`config.mk`:
```
export PLATFORM = sky130hd
export DESIGN_NAME = integer_to_ascii_formatter_unit
export DESIGN_NICKNAME = d
export VERILOG_FILES = /design/src/ita_pkg.sv /design/src/ita_ctrl.sv /design/src/ita_dp.sv /design/src/integer_to_ascii_formatter_unit.sv
export SDC_FILE = /design/constraint.sdc
export NUM_CORES = 1
export LEC_CHECK = 0
export BUFFER_PORTS_ARGS = -buffer_cell sky130_fd_sc_hd__buf_2
export CORE_UTILIZATION = 45
export CTS_CLUSTER_DIAMETER = 50
export DETAILED_ROUTE_END_ITERATION = 7
export HOLD_SLACK_MARGIN = 0.05
export SLEW_MARGIN = 40
export SYNTH_ARGS = -nofsm -noshare
export SYNTH_HDL_FRONTEND = slang
export SYNTH_SLANG_ARGS = --single-unit
```
`constraint.sdc`:
```
create_clock -name clk -period 5.2 [get_ports clk]
set_clock_uncertainty 0.15 [all_clocks]
set_input_delay 1.04 -clock clk [delete_from_list [all_inputs] [get_ports clk]]
set_output_delay 1.04 -clock clk [all_outputs]
set_load 0.03 [all_outputs]
```
`src/ita_pkg.sv`:
```
package ita_pkg;

  localparam int VALUE_BITS_DEF = 64;

  localparam logic [1:0] ACT_HEX    = 2'd1;
  localparam logic [1:0] ACT_BINARY = 2'd2;

  localparam logic [7:0] ASC_ZERO  = 8'h30;
  localparam logic [7:0] ASC_ONE   = 8'h31;
  localparam logic [7:0] ASC_NINE  = 8'h39;
  localparam logic [7:0] ASC_A     = 8'h41;
  localparam logic [7:0] ASC_F     = 8'h46;
  localparam logic [7:0] ASC_MINUS = 8'h2D;

  typedef struct packed {
    logic [63:0] value;
    logic [1:0]  action;
    logic        is_signed;
    logic [6:0]  digit_width;
  } item_t;

  typedef struct packed {
    logic [7:0] character;
    logic       last;
  } text_t;

  typedef enum logic [1:0] {
    FMT_DEC,
    FMT_HEX,
    FMT_BIN
  } fmt_t;

  typedef enum logic [2:0] {
    ST_IDLE,
    ST_DISPATCH,
    ST_CONVERT,
    ST_SIGN,
    ST_SKIP,
    ST_EMIT
  } state_t;

  typedef struct packed {
    logic load;
    logic dab_step;
    logic skip_step;
    logic emit_sign;
    logic emit_char;
  } cmd_t;

  typedef struct packed {
    fmt_t fmt;
    logic neg;
    logic cnt_zero;
    logic cnt_one;
    logic top_zero;
    logic out_free;
  } stat_t;

endpackage

```
`src/ita_ctrl.sv`:
```
module ita_ctrl import ita_pkg::*; (
  input  logic  clk,
  input  logic  rst,
  input  logic  item_valid,
  output logic  item_ready,
  input  stat_t stat,
  output cmd_t  cmd
);

  state_t state;
  state_t state_next;

  always_ff @(posedge clk) begin
    if (rst) begin
      state <= ST_IDLE;
    end else begin
      state <= state_next;
    end
  end

  always_comb begin
    state_next = state;
    case (state)
      ST_IDLE: begin
        if (item_valid) state_next = ST_DISPATCH;
      end
      ST_DISPATCH: begin
        if (stat.fmt == FMT_DEC) state_next = ST_CONVERT;
        else if (stat.cnt_zero) state_next = ST_IDLE;
        else state_next = ST_EMIT;
      end
      ST_CONVERT: begin
        if (stat.cnt_one) state_next = stat.neg ? ST_SIGN : ST_SKIP;
      end
      ST_SIGN: begin
        if (stat.out_free) state_next = ST_SKIP;
      end
      ST_SKIP: begin
        if (!(stat.top_zero && !stat.cnt_one)) state_next = ST_EMIT;
      end
      ST_EMIT: begin
        if (stat.out_free && stat.cnt_one) state_next = ST_IDLE;
      end
      default: begin
        state_next = ST_IDLE;
      end
    endcase
  end

  always_comb begin
    cmd        = '0;
    item_ready = 1'b0;
    case (state)
      ST_IDLE: begin
        item_ready = !rst;
        cmd.load   = item_valid && !rst;
      end
      ST_CONVERT: begin
        cmd.dab_step = 1'b1;
      end
      ST_SIGN: begin
        cmd.emit_sign = stat.out_free;
      end
      ST_SKIP: begin
        cmd.skip_step = stat.top_zero && !stat.cnt_one;
      end
      ST_EMIT: begin
        cmd.emit_char = stat.out_free;
      end
      default: begin
        cmd = '0;
      end
    endcase
  end

endmodule

```
`src/ita_dp.sv`:
```
module ita_dp import ita_pkg::*; #(
  parameter int VALUE_BITS = VALUE_BITS_DEF
) (
  input  logic  clk,
  input  logic  rst,
  input  item_t item,
  input  cmd_t  cmd,
  output stat_t stat,
  output logic  text_valid,
  input  logic  text_ready,
  output text_t text
);

  localparam int CNT_W      = $clog2(VALUE_BITS + 1);
  localparam int BCD_DIGITS = (VALUE_BITS * 1233) / 4096 + 1;
  localparam int BCD_W      = 4 * BCD_DIGITS;

  logic [VALUE_BITS-1:0] work;
  logic [BCD_W-1:0]      bcd;
  logic [CNT_W-1:0]      cnt;
  fmt_t                  fmt;
  logic                  neg;

  logic [VALUE_BITS-1:0] v;
  logic [VALUE_BITS-1:0] mag;
  logic                  sign_in;
  logic [6:0]            wsat;
  logic [CNT_W-1:0]      shamt;
  fmt_t                  fmt_in;
  logic [BCD_W-1:0]      bcd_adj;
  logic [3:0]            top_dig;
  logic [3:0]            top_nib;
  logic [7:0]            char_sel;
  logic                  out_free;

  assign v       = item.value[VALUE_BITS-1:0];
  assign sign_in = item.is_signed && v[VALUE_BITS-1];
  assign mag     = sign_in ? (~v + 1'b1) : v;
  assign wsat    = (item.digit_width > 7'(VALUE_BITS)) ? 7'(VALUE_BITS) : item.digit_width;
  assign shamt   = CNT_W'(VALUE_BITS) - CNT_W'(wsat);

  always_comb begin
    case (item.action)
      ACT_HEX:    fmt_in = FMT_HEX;
      ACT_BINARY: fmt_in = FMT_BIN;
      default:    fmt_in = FMT_DEC;
    endcase
  end

  // shift-and-add-3 correction per BCD digit
  always_comb begin
    for (int i = 0; i < BCD_DIGITS; i++) begin
      bcd_adj[4*i +: 4] = (bcd[4*i +: 4] >= 4'd5) ? bcd[4*i +: 4] + 4'd3 : bcd[4*i +: 4];
    end
  end

  assign top_dig = bcd[BCD_W-1 -: 4];
  assign top_nib = work[VALUE_BITS-1 -: 4];

  always_comb begin
    case (fmt)
      FMT_HEX: begin
        char_sel = (top_nib < 4'd10) ? ASC_ZERO + {4'b0, top_nib}
                                     : ASC_A + {4'b0, top_nib - 4'd10};
      end
      FMT_BIN: char_sel = work[VALUE_BITS-1] ? ASC_ONE : ASC_ZERO;
      default: char_sel = ASC_ZERO + {4'b0, top_dig};
    endcase
  end

  assign out_free      = !text_valid || text_ready;
  assign stat.fmt      = fmt;
  assign stat.neg      = neg;
  assign stat.cnt_zero = (cnt == '0);
  assign stat.cnt_one  = (cnt == CNT_W'(1));
  assign stat.top_zero = (top_dig == 4'd0);
  assign stat.out_free = out_free;

  always_ff @(posedge clk) begin
    if (cmd.load) begin
      fmt <= fmt_in;
      neg <= sign_in;
      bcd <= '0;
      case (fmt_in)
        FMT_HEX: begin
          work <= v << shamt;
          cnt  <= CNT_W'(wsat >> 2);
        end
        FMT_BIN: begin
          work <= v << shamt;
          cnt  <= CNT_W'(wsat);
        end
        default: begin
          work <= mag;
          cnt  <= CNT_W'(VALUE_BITS);
        end
      endcase
    end else if (cmd.dab_step) begin
      bcd  <= {bcd_adj[BCD_W-2:0], work[VALUE_BITS-1]};
      work <= work << 1;
      cnt  <= stat.cnt_one ? CNT_W'(BCD_DIGITS) : cnt - 1'b1;
    end else if (cmd.skip_step) begin
      bcd <= bcd << 4;
      cnt <= cnt - 1'b1;
    end else if (cmd.emit_char) begin
      case (fmt)
        FMT_HEX: work <= work << 4;
        FMT_BIN: work <= work << 1;
        default: bcd  <= bcd << 4;
      endcase
      cnt <= cnt - 1'b1;
    end
  end

  always_ff @(posedge clk) begin
    if (cmd.emit_sign) begin
      text <= '{character: ASC_MINUS, last: 1'b0};
    end else if (cmd.emit_char) begin
      text <= '{character: char_sel, last: stat.cnt_one};
    end
  end

  always_ff @(posedge clk) begin
    if (rst) begin
      text_valid <= 1'b0;
    end else if (cmd.emit_sign || cmd.emit_char) begin
      text_valid <= 1'b1;
    end else if (text_ready) begin
      text_valid <= 1'b0;
    end
  end

endmodule

```
`src/integer_to_ascii_formatter_unit.sv`:
```
// channel | handshake               | payload
// item    | item_valid / item_ready | item_t : value, action, is_signed, digit_width
// text    | text_valid / text_ready | text_t : character, last
//
// One value at a time. Hex and binary: load and dispatch, then one character
// per cycle while text is not stalled; a width of no digits gives no text.
// Decimal: load, dispatch, a shift-and-add-3 conversion over VALUE_BITS bits,
// a minus sign if negative, leading-zero skip, then one digit per unstalled cycle.
// Reset (rst, synchronous) returns to idle and drops text_valid. A stalled
// text transfer holds the character in the output register and pauses output.
module integer_to_ascii_formatter_unit import ita_pkg::*; #(
  parameter int VALUE_BITS = VALUE_BITS_DEF
) (
  input  logic  clk,
  input  logic  rst,
  input  logic  item_valid,
  output logic  item_ready,
  input  item_t item,
  output logic  text_valid,
  input  logic  text_ready,
  output text_t text
);

  cmd_t  cmd;
  stat_t stat;

  ita_ctrl u_ctrl (
    .clk        (clk),
    .rst        (rst),
    .item_valid (item_valid),
    .item_ready (item_ready),
    .stat       (stat),
    .cmd        (cmd)
  );

  ita_dp #(
    .VALUE_BITS (VALUE_BITS)
  ) u_dp (
    .clk        (clk),
    .rst        (rst),
    .item       (item),
    .cmd        (cmd),
    .stat       (stat),
    .text_valid (text_valid),
    .text_ready (text_ready),
    .text       (text)
  );

endmodule

```
==> summary.txt, run 1 <==
PwrDens -> 401 mW/mm2
DRT antenna net count -> 0
First-pass GRT wire length -> 96,800 um
Synthesized area per cell -> 7.91 um2
Crit path buf inv count -> 3
Clock power share -> 0.185
Pleak -> 6.56 nW
Final Max Tran Viols -> 0
Critical path's most frequent cell -> mux4_2
Synth Warn # -> 0
Total CTS buffers -> 17
Clock sink count -> 166
Clk_lat worst skew -> 0.44 ns
Drt total wl -> 63,000 um
Number of global-route vias before repair -> 15,800
Sw Ratio -> 0.447
GP Congestion -> 1.05
Worst vdd ir -> 0.175 mV
Max clock buf depth -> 2
Die area -> 0.0381 mm2
Final WS setup -> 0.932 ns
Grt total ovfl -> 0
Total GRT Usage -> 0.329
Core box area -> 0.0367 mm2
Via count -> 17,000
CTS tree -> yes
CP Cell Sequence -> buf_2 -> and2b_2 -> inv_4 -> ha_2 -> inv_2 -> xnor2_4 -> mux4_2 -> mux4_2 -> a2111oi_2 -> a22oi_1
Post-synth EDFFs -> 74
Unrepaired setup endpoints after global routing -> no
Die width -> 195 um
Distinct cells, synth -> 87
Final hold violations -> 0
Crit path max fanout -> 20
Most numerous cell in the Yosys netlist -> nand2_1
P&R area growth vs syn -> 7.65%
Relative slew margins -> 0.409
Worst slack at placement -> 0.554 ns
Vias per cell -> 6.67
Setup_tns -> 0 ns
Worst Max-Slew Pin Slew -> 0.883 ns
Crit start category -> primary input
WL/cell -> 24.7 um
Initial antenna violation count -> 0
Max_cap viols -> 0
# IOs -> 89
Root buf cell -> clkbuf_16
Post-DP HPWL -> 46,800 um
Largest net degree at the start of global routing -> 91
Register share of total power -> 0.319
DR top layer -> met4
Final nets -> 2,204
Final worst-path cycle share -> 0.821
Crit path required time -> 5.22 ns
FMAX -> 234 MHz
Top FF cell, synth -> dfxtp_1
FILL cells -> 3,646
Mapped Cells -> 2,124
Ys async rst share -> 0
Worst path slowest cell -> mux4_2
Seq/Total Area, Yosys -> 0.242
Routed wl met3 -> 4810 um
Setup-failing EPs final -> 0
Setup crit end kind -> flip-flop
CP delay by family, top -> multiplexers
Comb pwr share -> 0.497
DRT iter0 DRCs -> 1,877
Post-synth top area cell -> edfxtp_1
Top cells by area, synth -> edfxtp_1 (13%), dfxtp_1 (11%), mux4_2 (9.2%)
Syn_nets -> 2,256
Synthesis-stage register bit count -> 166
Met2 Routed Length -> 27,500 um
Post-Syn Area -> 0.0168 mm2
CTS Hold Bufs -> 0
DR DRC count -> 0
# diodes -> 0
M1 WL -> 27,600 um
CP max stage delay -> 0.60 ns
Starting Density -> 0.458
Pre-antenna DRT Iters -> 6
Post-synth top cells -> nand2_1 (226), nor2_1 (223), a21oi_1 (179), clkbuf_1 (158), a211oi_1 (96)
Switching Power -> 0.00325 W
Crit path DAT -> 4.28 ns
H-tree depth -> 4
Gates resized, CTS repair -> 0
Post-CTS setup buffers -> 0
Status -> complete, no violations
Layout cells sized above 1 -> 0.138
Classification of the worst setup path -> in -> reg
Cell Int Power -> 0.00401 W
Share of the synthesized area in the top cell type -> 0.132
# port buffers -> 87
Clock transition at path regs -> 0.07 ns
Worst Hold Class -> reg -> reg
Row count -> 70
Crit path time final -> 4.27 ns
Die Ht -> 195 um
kinds of logic after synthesis:
family | after synthesis | synth area share
simple gates | 715 | 0.197
mux | 146 | 0.139
other cells | 1 | 0.000223
xor+xnor | 84 | 0.0453
flops | 166 | 0.242
compound gates | 659 | 0.264
fa+ha+maj | 54 | 0.0402
buf+inv | 299 | 0.0729
placed cells by master, fill, tap and decap left out, types with 7 or more instances in the layout:
cell type / instances
mux2i_1: 69
nor2_1: 221
buf_2: 87
nor3_1: 55
nand3_1: 72
o21ai_0: 60
o22ai_1: 8
a31oi_1: 80
a32oi_1: 23
buf_4: 52
nand2b_1: 28
o21a_1: 19
nand4_1: 15
edfxtp_1: 74
nor2b_1: 10
a211oi_1: 96
clkbuf_16: 20
ha_1: 52
xnor2_1: 41
xor2_1: 41
inv_1: 80
a22oi_1: 58
o211ai_1: 11
and2_1: 12
a221oi_1: 23
or3_1: 7
o32a_1: 18
nand2_1: 223
a21oi_1: 179
dfxtp_1: 92
nor4_1: 21
o31ai_1: 28
mux2_2: 7
and3_1: 8
mux4_2: 69
worst register-to-register path, stage by stage (launching register included):
cell	delay, ns
edfxtp_1	0.44
nor4_1	0.63
nand2_1	0.31
nand3_1	0.25
o211a_2	0.70
buf_4	0.45
a21oi_1	0.09
a21oi_1	0.14
nor2_1	0.05
registers in the layout, indices dropped and copies added, names as in the netlist:
signal / count
u_ctrl.state: 3
u_dp.cnt: 7
u_dp.text_valid: 1
u_dp.text: 8
u_dp.bcd: 80
u_dp.fmt: 2
u_dp.neg: 1
u_dp.work: 64
worst paths after layout:
check / from / to / slack, ns / cells after the start
min: u_dp.text[7] / u_dp.text[7] / 0.30 / 2
max: item[6] / u_dp.work[62] / 0.93 / 10
min reg2reg: u_dp.text[7] / u_dp.text[7] / 0.30 / 2
max reg2reg: u_dp.cnt[2] / u_dp.bcd[47] / 1.85 / 8
final cells by class:
cell class                      count  area [um2]  share of cell area
Multi-Input combinational cell   1659       11600               0.641
Tap cell                          468         586              0.0324
Timing Repair Buffer              144         917              0.0507
Clock inverter                      9        85.1             0.00470
Inverter                           84         320              0.0177
Clock buffer                       23         532              0.0294
Sequential cell                   166        4060               0.225
power groups by stage:
stage               clock, W  sequential [W]  combinational [W]
floorplan                  0         0.00218            0.00264
global placement           0         0.00232            0.00349
detailed placement         0         0.00233            0.00354
CTS                  0.00136         0.00230            0.00356
global route         0.00141         0.00237            0.00396
finish               0.00134         0.00231            0.00360
per-stage QoR:
step                cells  instance area [um2]  utilization  hold slack, ns  total power, W
floorplan            2124                16800            -           0.339         0.00482
global placement     2519                17400        0.475           0.296         0.00581
detailed placement   2521                17500        0.476           0.301         0.00587
CTS                  2553                18100        0.493           0.309         0.00722
global route         2553                18100        0.493           0.328         0.00774
finish               2553                18100        0.493           0.302         0.00725
layer usage:
| metal | global-route usage | vias to the layer above |
|---|---|---|
| met4 | 0.164 | 0 |
| met2 | 0.490 | 730 |
| met5 | 0 | - |
| met3 | 0.0558 | 130 |
| li1 | - | 7854 |
| met1 | 0.458 | 8319 |
Power figures use the tool's default switching activity.
==> run 2: changes to the inputs <==
Clock period 5.2 ns to 3.56 ns, I/O delays scaled along.
==> summary.txt, run 2 (synthesis results as in run 1) <==
Starting Density -> 0.458
Drt total wl -> 64,300 um
Final hold violations -> 0
Max_cap viols -> 0
Initial antenna violation count -> 0
CTS tree -> yes
Worst Max-Slew Pin Slew -> 0.798 ns
Worst Hold Class -> reg -> reg
Final Power -> 0.0111 W
Reg2reg setup slack -> 0.67 ns
Core box area -> 0.0367 mm2
Clock sink count -> 166
Worst Reg-to-Reg Cells -> 7
Number of global-route vias before repair -> 16,500
Clk_lat worst skew -> 0.43 ns
FMAX -> 292 MHz
Max clock buf depth -> 2
Sw Ratio -> 0.432
Pre-antenna DRT Iters -> 5
Commonest non-fill, non-tap cell in the layout -> nand2_1
Crit path DAT -> 3.44 ns
Total CTS buffers -> 17
WL/cell -> 23.6 um
First-pass GRT wire length -> 99,600 um
Max FFs per register -> 80
DRT antenna net count -> 0
Layout cells sized above 1 -> 0.211
P&R area growth vs syn -> 17.1%
Relative slew margins -> 0.468
Cell Int Power -> 0.00628 W
Status -> complete, no violations
CTS Hold Bufs -> 0
Via count -> 17,700
Grt total ovfl -> 0
Biggest register -> u_dp.bcd
Classification of the worst setup path -> in -> reg
Final worst-path cycle share -> 0.961
Most frequent cells in the layout -> nand2_1 (223), nor2_1 (219), buf_4 (214)
Hold Crit Depth -> 2
Die area -> 0.0381 mm2
Clock power share -> 0.181
Hold_sp -> u_dp.text[7]
Placed Instances -> 2,692
Die Ht -> 195 um
Die width -> 195 um
Final Max Tran Viols -> 0
Pleak -> 7.50 nW
Largest net degree at the start of global routing -> 102
Worst vdd ir -> 0.380 mV
Crit path max fanout -> 47
Row count -> 70
R2r endpoint -> u_dp.work[63]
Root buf cell -> clkbuf_16
PwrDens -> 562 mW/mm2
# diodes -> 0
Final nets -> 2,379
Setup-failing EPs final -> 0
GP Congestion -> 1.04
Crit start category -> primary input
Post-DP HPWL -> 49,200 um
DRT iter0 DRCs -> 1,707
Total GRT Usage -> 0.337
Crit path required time -> 3.58 ns
Comb pwr share -> 0.513
Worst R2R Start -> u_ctrl.state[1]
Setup crit end kind -> flip-flop
WHS Endpoint -> u_dp.text[7]
Layout Cells excl Fill -> 2,728
Regs by FF count -> u_dp.bcd x80, u_dp.work x64, u_dp.text x8
Setup_tns -> 0 ns
Crit path time final -> 3.42 ns
Register share of total power -> 0.305
Clock transition at path regs -> 0.06 ns
DR DRC count -> 0
Vias per cell -> 6.48
# port buffers -> 87
Switching Power -> 0.00478 W
# IOs -> 89
H-tree depth -> 4
run 2: worst max-delay path, stage by stage:
cell      delay (ns)
buf_2           0.10
and2b_2         0.26
inv_8           0.06
buf_4           0.16
buf_16          0.26
mux4_2          0.58
mux2i_1         0.21
buf_4           0.17
mux2i_1         0.06
o2111a_1        0.28
a221oi_1        0.29
buf_4           0.18
a32oi_1         0.05
run 2: what timing repair did:
action                                 CTS  global route
setup endpoints to repair                0             4
endpoints found under the hold margin    0             0
buffers inserted                         0             4
resized for setup                        0             3
run 2: final cells by class:
| type | instances | area (um2) |
|---|---|---|
| Sequential cell | 166 | 4060 |
| Fill cell | 3523 | 17000 |
| Clock buffer | 23 | 470 |
| Tap cell | 468 | 586 |
| Timing Repair Buffer | 319 | 2410 |
| Clock inverter | 9 | 148 |
| Inverter | 84 | 330 |
| Multi-Input combinational cell | 1659 | 11700 |
run 2: how the worst max path moves through the flow:
| stage | from | to | depth (start not counted) |
|---|---|---|---|
| after global routing | item[6] | u_dp.work[30] | 9 |
| after detailed placement | item[6] | u_dp.work[59] | 10 |
| final | item[6] | u_dp.work[61] | 13 |
| after global placement | item[6] | u_dp.work[63] | 12 |
| after CTS | item[6] | u_dp.work[59] | 10 |
| after floorplan | item[0] | u_dp.work[62] | 15 |
run 2: power groups by stage:
stage               clock network (W)  logic (W)  registers (W)
floorplan                           0    0.00393        0.00317
global placement                    0    0.00548        0.00338
detailed placement                  0    0.00558        0.00340
CTS                           0.00203    0.00560        0.00337
global route                  0.00211    0.00622        0.00346
finish                        0.00200    0.00568        0.00338
run 2: layer usage:
layer,track usage,up-vias,share of wire
met5,0,-,0
met4,0.159,0,0.049
met3,0.0472,132,0.073
met2,0.529,762,0.45
met1,0.457,8577,0.43
li1,-,8195,-
run 2: metrics by stage:
stage          setup WS (ns)  utilization  area (um2)  hold slack, ns
2_1_floorplan         -0.482            -       17000           0.339
3_3_place_gp          -0.332        0.518       19000           0.303
3_5_place_dp          -0.365        0.518       19000           0.313
4_1_cts               0.0744        0.535       19600           0.322
5_1_grt            -0.000168        0.536       19700           0.358
6_report               0.139        0.536       19700           0.317
==> run 3: changes to the inputs <==
==> constraint.sdc (replaced) <==
create_clock -name clk -period 3.56 [get_ports clk]
set_clock_uncertainty 0.15 [all_clocks]
set_input_delay 0.534 -clock clk [delete_from_list [all_inputs] [get_ports clk]]
set_output_delay 0.534 -clock clk [all_outputs]
set_load 0.03 [all_outputs]
==> summary.txt, run 3 (synthesis results as in run 1) <==
Status -> complete, no violations
PwrDens -> 566 mW/mm2
# IOs -> 89
Gates resized, CTS repair -> 0
Final nets -> 2,315
Die Ht -> 195 um
WHS Endpoint -> u_dp.text_valid
Unrepaired setup endpoints after global routing -> no
Classification of the worst setup path -> in -> reg
R2r endpoint -> u_dp.work[33]
Crit start category -> primary input
CP delay by family, top -> compound AO/OA/AOI/OAI gates
Setup-failing EPs final -> 0
Most frequent cells in the layout -> nand2_1 (223), nor2_1 (220), a21oi_1 (177)
Final WS setup -> 0.169 ns
Commonest non-fill, non-tap cell in the layout -> nand2_1
Layout Cells excl Fill -> 2,664
Worst R2R Start -> u_ctrl.state[1]
Drt total wl -> 63,700 um
CP max stage delay -> 0.39 ns
Worst Reg-to-Reg Cells -> 6
# diodes -> 0
Regs by FF count -> u_dp.bcd x80, u_dp.work x64, u_dp.text x8
Max clock buf depth -> 2
Worst vdd ir -> 0.366 mV
Final worst-path cycle share -> 0.952
Worst path slowest cell -> mux4_2
Layout cells sized above 1 -> 0.185
Max_cap viols -> 0
Clock sink count -> 166
Via count -> 17,400
Crit path time final -> 3.39 ns
P&R area growth vs syn -> 13.9%
Hold_sp -> rst
Worst slack at placement -> -0.204 ns
Die width -> 195 um
Critical path's most frequent cell -> buf_4
Final Max Tran Viols -> 0
Worst Hold Class -> in -> reg
Grt total ovfl -> 0
Max FFs per register -> 80
Reg2reg setup slack -> 0.46 ns
Crit path required time -> 3.60 ns
Initial antenna violation count -> 1
Vias per cell -> 6.54
GP Congestion -> 1.06
Worst Max-Slew Pin Slew -> 0.876 ns
Core box area -> 0.0367 mm2
Hold Crit Depth -> 2
Biggest register -> u_dp.bcd
FMAX -> 295 MHz
Post-CTS setup buffers -> 0
Crit path max fanout -> 15
Total CTS buffers -> 17
Fin area -> 0.0192 mm2
Post-Route Utilization -> 0.522
Root buf cell -> clkbuf_16
DRT iter0 DRCs -> 1,945
Die area -> 0.0381 mm2
Pre-antenna DRT Iters -> 5
Starting Density -> 0.458
Row count -> 70
CTS Hold Bufs -> 0
WL/cell -> 23.9 um
H-tree depth -> 4
CTS tree -> yes
Clock transition at path regs -> 0.06 ns
Largest net degree at the start of global routing -> 94
Final hold violations -> 0
Clk_lat worst skew -> 0.44 ns
Placed Instances -> 2,632
Number of global-route vias before repair -> 16,000
Crit path buf inv count -> 4
First-pass GRT wire length -> 97,700 um
Setup crit end kind -> flip-flop
Pleak -> 7.17 nW
DR DRC count -> 0
Crit path DAT -> 3.43 ns
Relative slew margins -> 0.416
CP Cell Sequence -> buf_2 -> and2b_2 -> inv_8 -> ha_4 -> xnor2_4 -> buf_4 -> mux4_2 -> o22ai_1 -> buf_4 -> o31ai_1 -> or2_2 -> a21bo_2
Worst hold margin -> 0.179 ns
# port buffers -> 87
Placement Cell Area -> 0.0185 mm2
Post-DP HPWL -> 48,200 um
DRT antenna net count -> 0
Total GRT Usage -> 0.331
[run 3: final cells by class]
class / instances / area, um2
fillers: 3530 / 17500
multi-input cells: 1659 / 11600
flip-flops and latches: 166 / 4060
repair buffers: 255 / 1930
well taps: 468 / 586
clock buffers: 22 / 518
inverters: 84 / 328
clock inverters: 10 / 88.8
[run 3: per-stage QoR]
step           power [W]  TNS (ns)
3_3_place_gp     0.00875    -0.517
3_5_place_dp     0.00883    -0.510
2_1_floorplan    0.00707     -1.64
4_1_cts           0.0108         0
5_1_grt           0.0115         0
6_report          0.0108         0
[run 3: power by group]
| part | switching, W | internal, W |
|---|---|---|
| clock network | 0.000825 | 0.00111 |
| registers | 0.000613 | 0.00277 |
| logic | 0.00335 | 0.00217 |
| total | 0.00479 | 0.00605 |
[run 3: how the worst max path moves through the flow]
stage	startpoint	to	slack, ns	cells after the start
finish	item[6]	u_dp.work[37]	0.17	12
global route	item[0]	u_dp.work[61]	0.09	11
CTS	item[6]	u_dp.work[37]	0.25	12
detailed placement	item[6]	u_dp.work[37]	-0.20	12
global placement	item[6]	u_dp.work[37]	-0.20	12
floorplan	item[0]	u_dp.work[62]	-0.30	15
[run 3: metal layers]
layer | wire (um) | vias up | global-route usage
met5 | 0 | - | 0
met4 | 2620 | 0 | 0.136
met3 | 5170 | 118 | 0.0494
met2 | 29000 | 808 | 0.521
met1 | 26900 | 8426 | 0.454
li1 | - | 8072 | -
